$ cat src/rtl/core/partial_sum_aggregation_table_macros.svh
// Assertion macros shared by the partial-sum aggregation table modules.
// Each macro expects a clock named clk and an active-high reset named rst in scope.
`ifndef PARTIAL_SUM_AGGREGATION_TABLE_MACROS_SVH
`define PARTIAL_SUM_AGGREGATION_TABLE_MACROS_SVH

// Consequent must hold in the same cycle as the antecedent.
`define PSAT_ASSERT_IMPL(label, ante, cons, msg) \
  label: assert property (@(posedge clk) disable iff (rst) (ante) |-> (cons)) \
    else $error(msg);

// Consequent must hold in the cycle after the antecedent.
`define PSAT_ASSERT_NEXT(label, ante, cons, msg) \
  label: assert property (@(posedge clk) disable iff (rst) (ante) |=> (cons)) \
    else $error(msg);

`endif

$ cat src/rtl/core/psat_pkg.sv
// Shared types and constants for the partial-sum aggregation table.
// No dependencies; imported by every module of the block.
`default_nettype none

package psat_pkg;

  localparam int TAG_W     = 8;
  localparam int VAL_IN_W  = 32;
  localparam int TOTAL_W   = 8;
  localparam int SUM_W     = 48;
  localparam int IN_DATA_W = 48;
  localparam int OUT_DATA_W = 64;

  typedef enum logic [1:0] {
    ST_PENDING  = 2'd0,
    ST_COMPLETE = 2'd1,
    ST_DROPPED  = 2'd2
  } psat_status_t;

  typedef enum logic [1:0] {
    BK_IDLE,
    BK_LOOKUP,
    BK_UPDATE
  } psat_back_state_t;

  // One queued word: tag already masked, value already sign-extended.
  typedef struct packed {
    logic [TAG_W-1:0]   tag;
    logic [SUM_W-1:0]   value;
    logic [TOTAL_W-1:0] total;
  } psat_item_t;

  typedef struct packed {
    psat_status_t       status;
    logic [SUM_W-1:0]   sum;
    logic [TAG_W-1:0]   tag;
  } psat_result_t;

  typedef struct packed {
    logic [SUM_W-1:0]   sum;
    logic [TOTAL_W-1:0] done;
    logic [TOTAL_W-1:0] total;
  } psat_entry_t;

endpackage

`default_nettype wire

$ cat src/rtl/core/partial_sum_aggregation_table.sv
// Partial-sum aggregation table. Each accepted word is one partial result of a
// tagged request and yields exactly one result word, in order: pending,
// complete with the 48-bit wrapped sum, or dropped when a new tag finds every
// entry busy. A two-word input queue and a one-word output register decouple
// both sides. Each word passes from the queue through the tag lookup and then
// the read-modify-write of the entry memory into the output register; the next
// word is taken only as the current one is written out. The entry table needs
// no clearing pass after reset.
// Depends on psat_pkg, psat_front and psat_back.
`default_nettype none

module partial_sum_aggregation_table
  import psat_pkg::*;
#(
  parameter int TABLE_ENTRIES = 16,
  parameter int VALUE_WIDTH   = 32,
  parameter int TAG_WIDTH     = 8
) (
  input  wire logic                  clk,
  input  wire logic                  rst,
  input  wire logic                  s_axis_tvalid,
  output logic                       s_axis_tready,
  // request_tag [7:0], partial_value [39:8], total_parts [47:40]
  input  wire logic [IN_DATA_W-1:0]  s_axis_tdata,
  output logic                       m_axis_tvalid,
  input  wire logic                  m_axis_tready,
  // status [1:0], aggregated_sum [49:2], result_tag [57:50], zero [63:58]
  output logic [OUT_DATA_W-1:0]      m_axis_tdata
);

  logic         q_valid;
  psat_item_t   q_item;
  logic         q_pop;
  psat_result_t out_res;

  psat_front #(
    .VALUE_WIDTH (VALUE_WIDTH),
    .TAG_WIDTH   (TAG_WIDTH)
  ) u_front (
    .clk           (clk),
    .rst           (rst),
    .s_axis_tvalid (s_axis_tvalid),
    .s_axis_tready (s_axis_tready),
    .s_axis_tdata  (s_axis_tdata),
    .q_valid       (q_valid),
    .q_item        (q_item),
    .q_pop         (q_pop)
  );

  psat_back #(
    .TABLE_ENTRIES (TABLE_ENTRIES),
    .TAG_WIDTH     (TAG_WIDTH)
  ) u_back (
    .clk       (clk),
    .rst       (rst),
    .q_valid   (q_valid),
    .q_item    (q_item),
    .q_pop     (q_pop),
    .out_valid (m_axis_tvalid),
    .out_res   (out_res),
    .out_ready (m_axis_tready)
  );

  assign m_axis_tdata = {{(OUT_DATA_W-2-SUM_W-TAG_W){1'b0}}, out_res.tag, out_res.sum,
                         out_res.status};

endmodule

`default_nettype wire

$ cat src/rtl/core/psat_front.sv
// Input side of the aggregation table: unpacks, masks and widens each word
// and holds it in a two-word queue. Depends on psat_pkg and the macros header.
`default_nettype none

`include "partial_sum_aggregation_table_macros.svh"

module psat_front
  import psat_pkg::*;
#(
  parameter int VALUE_WIDTH = 32,
  parameter int TAG_WIDTH   = 8
) (
  input  wire logic                 clk,
  input  wire logic                 rst,
  input  wire logic                 s_axis_tvalid,
  output logic                      s_axis_tready,
  // request_tag [7:0], partial_value [39:8], total_parts [47:40]
  input  wire logic [IN_DATA_W-1:0] s_axis_tdata,
  output logic                      q_valid,
  output psat_item_t                q_item,
  input  wire logic                 q_pop
);

  localparam int MatchW = (TAG_WIDTH < TAG_W) ? TAG_WIDTH : TAG_W;
  localparam logic [TAG_W-1:0] TagMask = {TAG_W{1'b1}} >> (TAG_W - MatchW);
  localparam logic [SUM_W-1:0] ValMask = {SUM_W{1'b1}} >> (SUM_W - VALUE_WIDTH);

  logic [TAG_W-1:0]    in_tag;
  logic [VAL_IN_W-1:0] in_val;
  logic [TOTAL_W-1:0]  in_total;
  logic [SUM_W-1:0]    raw_val;
  logic [SUM_W-1:0]    masked_val;
  psat_item_t          item_in;
  psat_item_t          slots [2];
  logic                wr_ptr;
  logic                rd_ptr;
  logic [1:0]          count;
  logic                push;

  assign in_tag   = s_axis_tdata[TAG_W-1:0];
  assign in_val   = s_axis_tdata[TAG_W +: VAL_IN_W];
  assign in_total = s_axis_tdata[TAG_W+VAL_IN_W +: TOTAL_W];

  assign raw_val    = {{(SUM_W-VAL_IN_W){1'b0}}, in_val};
  assign masked_val = raw_val & ValMask;

  always_comb begin
    item_in.tag   = in_tag & TagMask;
    item_in.value = raw_val[VALUE_WIDTH-1] ? (masked_val | ~ValMask) : masked_val;
    item_in.total = in_total;
  end

  assign s_axis_tready = (count != 2'd2);
  assign push          = s_axis_tvalid && s_axis_tready;
  assign q_valid       = (count != 2'd0);
  assign q_item        = slots[rd_ptr];

  always_ff @(posedge clk) begin
    if (rst) begin
      wr_ptr <= 1'b0;
      rd_ptr <= 1'b0;
      count  <= 2'd0;
    end else begin
      if (push) begin
        wr_ptr <= ~wr_ptr;
      end
      if (q_pop) begin
        rd_ptr <= ~rd_ptr;
      end
      case ({push, q_pop})
        2'b10:   count <= count + 2'd1;
        2'b01:   count <= count - 2'd1;
        default: count <= count;
      endcase
    end
  end

  always_ff @(posedge clk) begin
    if (push) begin
      slots[wr_ptr] <= item_in;
    end
  end

  `PSAT_ASSERT_IMPL(a_pop_nonempty, q_pop, count != 2'd0, "queue popped while empty")
  `PSAT_ASSERT_IMPL(a_count_bound, 1'b1, count != 2'd3, "queue count beyond depth")

endmodule

`default_nettype wire

$ cat src/rtl/core/psat_back.sv
// Table side of the aggregation block: tag match, entry read-modify-write and
// the output register. Depends on psat_pkg and the macros header.
`default_nettype none

`include "partial_sum_aggregation_table_macros.svh"

module psat_back
  import psat_pkg::*;
#(
  parameter int TABLE_ENTRIES = 16,
  parameter int TAG_WIDTH     = 8
) (
  input  wire logic        clk,
  input  wire logic        rst,
  input  wire logic        q_valid,
  input  wire psat_item_t  q_item,
  output logic             q_pop,
  output logic             out_valid,
  output psat_result_t     out_res,
  input  wire logic        out_ready
);

  localparam int IdxW   = $clog2(TABLE_ENTRIES);
  localparam int MatchW = (TAG_WIDTH < TAG_W) ? TAG_WIDTH : TAG_W;

  psat_back_state_t         state;
  psat_back_state_t         state_next;
  psat_item_t               cur;
  logic [TABLE_ENTRIES-1:0] entry_valid;
  logic [MatchW-1:0]        entry_tag [TABLE_ENTRIES];
  psat_entry_t              entry_mem [TABLE_ENTRIES];
  psat_entry_t              rd_entry;

  logic [TABLE_ENTRIES-1:0] match;
  logic                     lk_hit;
  logic [IdxW-1:0]          lk_hit_idx;
  logic                     lk_free;
  logic [IdxW-1:0]          lk_free_idx;

  logic                     hit;
  logic [IdxW-1:0]          hit_idx;
  logic                     free_ok;
  logic [IdxW-1:0]          free_idx;

  logic [SUM_W-1:0]         new_sum;
  logic [TOTAL_W-1:0]       new_done;
  logic                     done_all;
  logic                     single;
  logic                     alloc;
  logic                     advance;
  psat_result_t             res_next;

  // Match against every live entry; at most one can carry a given tag.
  always_comb begin
    match       = '0;
    lk_hit_idx  = '0;
    lk_free     = 1'b0;
    lk_free_idx = '0;
    for (int i = 0; i < TABLE_ENTRIES; i++) begin
      match[i] = entry_valid[i] && (entry_tag[i] == cur.tag[MatchW-1:0]);
      if (match[i]) begin
        lk_hit_idx = lk_hit_idx | IdxW'(i);
      end
    end
    // lowest free entry wins
    for (int i = TABLE_ENTRIES - 1; i >= 0; i--) begin
      if (!entry_valid[i]) begin
        lk_free     = 1'b1;
        lk_free_idx = IdxW'(i);
      end
    end
    lk_hit = |match;
  end

  assign new_sum  = rd_entry.sum + cur.value;
  assign new_done = rd_entry.done + 8'd1;
  assign done_all = (new_done >= rd_entry.total);
  assign single   = (cur.total <= 8'd1);
  assign alloc    = !hit && !single && free_ok;
  assign advance  = (state == BK_UPDATE) && (!out_valid || out_ready);

  always_comb begin
    res_next.tag    = cur.tag;
    res_next.sum    = '0;
    res_next.status = ST_PENDING;
    if (hit) begin
      if (done_all) begin
        res_next.status = ST_COMPLETE;
        res_next.sum    = new_sum;
      end
    end else if (single) begin
      res_next.status = ST_COMPLETE;
      res_next.sum    = cur.value;
    end else if (!free_ok) begin
      res_next.status = ST_DROPPED;
    end
  end

  always_ff @(posedge clk) begin
    if (rst) begin
      state <= BK_IDLE;
    end else begin
      state <= state_next;
    end
  end

  always_comb begin
    state_next = state;
    q_pop      = 1'b0;
    unique case (state)
      BK_IDLE: begin
        if (q_valid) begin
          q_pop      = 1'b1;
          state_next = BK_LOOKUP;
        end
      end
      BK_LOOKUP: begin
        state_next = BK_UPDATE;
      end
      BK_UPDATE: begin
        if (advance) begin
          // take the next word straight away when one is queued
          if (q_valid) begin
            q_pop      = 1'b1;
            state_next = BK_LOOKUP;
          end else begin
            state_next = BK_IDLE;
          end
        end
      end
      default: begin
        state_next = BK_IDLE;
      end
    endcase
  end

  always_ff @(posedge clk) begin
    if (q_pop) begin
      cur <= q_item;
    end
  end

  always_ff @(posedge clk) begin
    if (state == BK_LOOKUP) begin
      hit      <= lk_hit;
      hit_idx  <= lk_hit_idx;
      free_ok  <= lk_free;
      free_idx <= lk_free_idx;
      rd_entry <= entry_mem[lk_hit_idx];
    end
  end

  always_ff @(posedge clk) begin
    if (rst) begin
      entry_valid <= '0;
    end else if (advance) begin
      if (hit && done_all) begin
        entry_valid[hit_idx] <= 1'b0;
      end else if (alloc) begin
        entry_valid[free_idx] <= 1'b1;
      end
    end
  end

  always_ff @(posedge clk) begin
    if (advance) begin
      if (hit) begin
        entry_mem[hit_idx] <= '{sum: new_sum, done: new_done, total: rd_entry.total};
      end else if (alloc) begin
        entry_mem[free_idx] <= '{sum: cur.value, done: 8'd1, total: cur.total};
        entry_tag[free_idx] <= cur.tag[MatchW-1:0];
      end
    end
  end

  always_ff @(posedge clk) begin
    if (rst) begin
      out_valid <= 1'b0;
    end else if (advance) begin
      out_valid <= 1'b1;
    end else if (out_ready) begin
      out_valid <= 1'b0;
    end
  end

  always_ff @(posedge clk) begin
    if (advance) begin
      out_res <= res_next;
    end
  end

  `PSAT_ASSERT_IMPL(a_tag_unique, state == BK_LOOKUP, $onehot0(match),
                    "tag held in two entries")
  `PSAT_ASSERT_IMPL(a_drop_when_full, advance && (res_next.status == ST_DROPPED),
                    &entry_valid, "word dropped with a free entry")
  `PSAT_ASSERT_NEXT(a_complete_frees, advance && hit && done_all,
                    !entry_valid[$past(hit_idx)], "completed entry not freed")

endmodule

`default_nettype wire
$ cat config.mk
export PLATFORM = sky130hd
export DESIGN_NAME = partial_sum_aggregation_table
export DESIGN_NICKNAME = d
export VERILOG_FILES = /design/src/rtl/core/psat_pkg.sv /design/src/rtl/core/partial_sum_aggregation_table.sv /design/src/rtl/core/psat_front.sv /design/src/rtl/core/psat_back.sv
export VERILOG_INCLUDE_DIRS = /design/src /design/src/rtl/core
export SDC_FILE = /design/constraint.sdc
export NUM_CORES = 2
export LEC_CHECK = 0
export BUFFER_PORTS_ARGS = -buffer_cell sky130_fd_sc_hd__buf_2
export CAP_MARGIN = 20
export CORE_MARGIN = 10
export CORE_UTILIZATION = 50
export DETAILED_ROUTE_END_ITERATION = 12
export PLACE_DENSITY = 0.66
export SLEW_MARGIN = 0
export SYNTH_ARGS = -nofsm -noshare
export SYNTH_HDL_FRONTEND = slang
export SYNTH_HIERARCHICAL = 1
export SYNTH_SLANG_ARGS = --single-unit
$ cat constraint.sdc
create_clock -name clk -period 17.2 [get_ports clk]
set_input_delay 0.86 -clock clk [delete_from_list [all_inputs] [get_ports clk]]
set_output_delay 0.86 -clock clk [all_outputs]
set_load 0.02 [all_outputs]
==> flow_metrics.py <==
metrics = {
    "run_status": {
        "status": "finished clean",
    },
    "synth": {
        "yosysWarnings": 6,
        "synth.largest_area_cell": "edfxtp_1",
        "ys_seq_elements": 1468,
        "synth-edff-count": 1444,
        "postSynth.asyncResetShare_pct": 0,
        "synth_cells": 4314,
        "ys_seq_area_share_pct": 71.8,
        "yosysTopAreaCellShare_pct": 71.0,
        "synth_area_leaders": "edfxtp_1 (71%), nand2_1 (4.3%), a211oi_1 (4.1%), and3_1 (2.8%), a311oi_1 (1.9%)",
        "synth_compound_area_share_pct": 11.1,
        "synth-xor-area-share_pct": 2.61,
        "synthSimpleGateAreaFrac_pct": 9.24,
        "ys_dominant_reg_cell": "edfxtp_1",
        "synth_area_sq_um": 61000,
        "synth_top_family_by_area": "compound AO/OA/AOI/OAI gates",
        "synth.avg_cell_area_sq_um": 14.2,
        "ys_types": 64,
        "synthMuxAreaShare_pct": 1.05,
        "synth_fa_ha_area_share_pct": 1.20,
    },
    "floorplan": {
        "initial_utilization_pct": 50.2,
        "coreArea_sq_um": 122000,
        "die_h_microns": 369,
        "dieArea_sq_um": 136000,
        "rows": 128,
        "io_pins": 118,
        "die_w_microns": 369,
    },
    "global_routing": {
        "grt_pass1_wl_microns": 227000,
        "grt_overflow_total": 0,
        "antenna_found_initial": 3,
        "grt_usage_pct": 21.8,
        "grt_pass1_vias": 35395,
        "grt_max_degree": 191,
    },
    "clock_network": {
        "cts_resized": 0,
        "clkTransAtPathRegs_ns": 0.06,
        "cts_sinks": 1468,
        "cts_tree": "built",
        "hold_buffers": 0,
        "h-tree-depth": 4,
        "clockRootBuffer": "clkbuf_16",
        "clock_path_buffers": 3,
        "post_cts_buffers": 0,
        "insertion_delay_ns": 0.77,
        "cts_made_buffers": 150,
    },
    "sta": {
        "tns_ns": 0,
        "tightestPinTransition_ns": 1.24,
        "hold_viol_final": 0,
        "min_period_ns": 5.24,
        "finalCritPeriodShare_pct": 30.5,
        "setup_slack_ns": 11.96,
        "clock.fmax_mhz": 191,
        "finClkSkew_ns": 0.0312,
        "maxSlewViolCount": 0,
        "rsz0062_at_grt": "false",
        "slew_headroom_pct": 17.1,
        "setup_viol": 0,
    },
    "detailed_routing": {
        "first_pass_iters": 6,
        "vias": 37119,
        "drt_wl_total_microns": 153000,
        "drc": 0,
        "avgRoutedWirePerCell_microns": 25.2,
        "ant_nets": 0,
        "drt_iter0_drc": 4063,
        "via_per_inst": 6.11,
    },
    "critical_path": {
        "worstPathCellList": "nor2b_1, nor2b_4, buf_4, and3_4, a21oi_1, nor2_4, buf_4",
        "slowest_stage": "and3_4",
        "crit_top_cell": "buf_4",
        "critical_path_class": "reg -> reg",
        "worst_setup_path_start_kind": "register",
        "crit_path_end_kind": "register",
        "critPathTopFamily": "simple AND/OR/NAND/NOR gates",
        "cp.required_ns": 17.56,
        "max_stage_delay_ns": 1.00,
        "crit_buf_inv": 2,
        "worstPathArrival_ns": 5.60,
        "path_max_fanout": 62,
    },
    "power": {
        "power_mw": 10.4,
        "switching_share_pct": 29.5,
        "combPwrFrac_pct": 20.3,
        "power_frac_clock_pct": 30.5,
        "power_density_nw_per_um2": 153,
        "leakage_nw": 22.7,
        "p_sw_mw": 3.05,
        "power_frac_seq_pct": 49.2,
        "ir_drop_mv": 0.115,
        "p_int_mw": 7.31,
    },
    "placement": {
        "dp_slack_ns": 11.68,
        "gp_congestion": 0.868,
        "io_buffers": 111,
        "postPlaceCellArea_sq_um": 62800,
        "place_hpwl_microns": 82300,
    },
    "layout": {
        "nets": 4436,
        "area_growth_pct": 10.8,
        "layout_common_cells": "edfxtp_1 (1444), nand2_1 (692), a211oi_1 (330)",
        "fillerInstances": 9571,
        "final_area_sq_um": 67700,
        "final_util_pct": 55.7,
        "layout-drive-gt1-share_pct": 11.2,
        "final_common_cell": "edfxtp_1",
    },
    "hold_path": {
        "hold_class": "in -> reg",
    },
    "job": {
        "maxCapViolations": 0,
    },
}
==> layout make-up <==
| type | instances | area (sq um) | share of cell area, % |
|---|---|---|---|
| inverters | 35 | 149 | 0.220 |
| multi-input cells | 2486 | 15600 | 23.1 |
| flip-flops and latches | 1468 | 43800 | 64.8 |
| well taps | 1625 | 2030 | 3.00 |
| clock buffers | 190 | 4110 | 6.08 |
| diodes | 3 | 7.51 | 0.0111 |
| clock inverters | 81 | 687 | 1.02 |
| repair buffers | 185 | 1210 | 1.79 |
==> cells by family (layout without fill, tap and decap cells) <==
group | Yosys count | after routing
buf+inv | 365 | 491
fa+ha+maj | 58 | 58
simple gates | 1209 | 1209
compound gates | 974 | 974
mux | 57 | 57
xor+xnor | 182 | 182
flops | 1468 | 1468
other cells | 1 | 9
==> state kept, by name, indices dropped and copies added, names as in the netlist, named ones only <==
name,flops
u_back/hit_idx,4
u_back/entry_valid,16
u_back/entry_tag,128
u_back/free_idx,4
u_back/out_valid,1
u_back/out_res,58
u_back/state,2
u_front/rd_ptr,1
u_back/cur,64
u_back/free_ok,1
u_back/rd_entry,64
u_back/entry_mem,1024
u_back/hit,1
u_front/slots,96
u_front/count,2
u_front/wr_ptr,1
==> path summary, 6_finish.rpt <==
kind	startpoint	cells past startpoint	slack, ns	end
worst max-delay path	u_back/state[1]	7	11.96	u_back/entry_mem[9][10]
worst min-delay path	s_axis_tdata[45]	1	0.29	u_front/slots[1][5]
worst max register to register	u_back/state[1]	7	11.96	u_back/entry_mem[9][10]
worst min register to register	u_front/count[1]	2	0.50	u_front/count[1]
==> synth_stat cells, drive strengths merged (23+ instances only) <==
cell	number
a211oi	330
a21o	29
nand4	23
clkbuf	151
ha	57
and3	275
nand2	693
o21ai	43
xor2	77
dfxtp	24
edfxtp	1444
a21oi	205
mux2	56
nor4	24
a311oi	131
inv	35
a31oi	144
nand3	30
xnor2	105
a22o	46
nor2	84
buf	179
==> metrics by stage <==
stage | hold slack [ns] | cells
2_1_floorplan | 0.461 | 4319
3_3_place_gp | 0.479 | 5793
3_5_place_dp | 0.496 | 5795
4_1_cts | 0.247 | 6066
5_1_grt | 0.268 | 6070
6_report | 0.290 | 6073
==> power groups by stage <==
stage                     Sequential (mW)  Clock [mW]  Combinational (mW)
after global routing                 5.12        3.36                2.30
after detailed placement             5.17           0                2.07
after CTS                            5.10        3.21                2.08
after floorplan                      5.13           0                1.32
after global placement               5.17           0                2.03
final                                5.10        3.16                2.10
==> routing by layer <==
metal	track usage, %	share of wire [%]	wire length, microns
met5	0	0	0
met4	5.99	2.3	3470
met3	4.17	8.8	13400
met2	33.9	46	70000
met1	31.4	43	65900
Power figures use the tool's default switching activity.
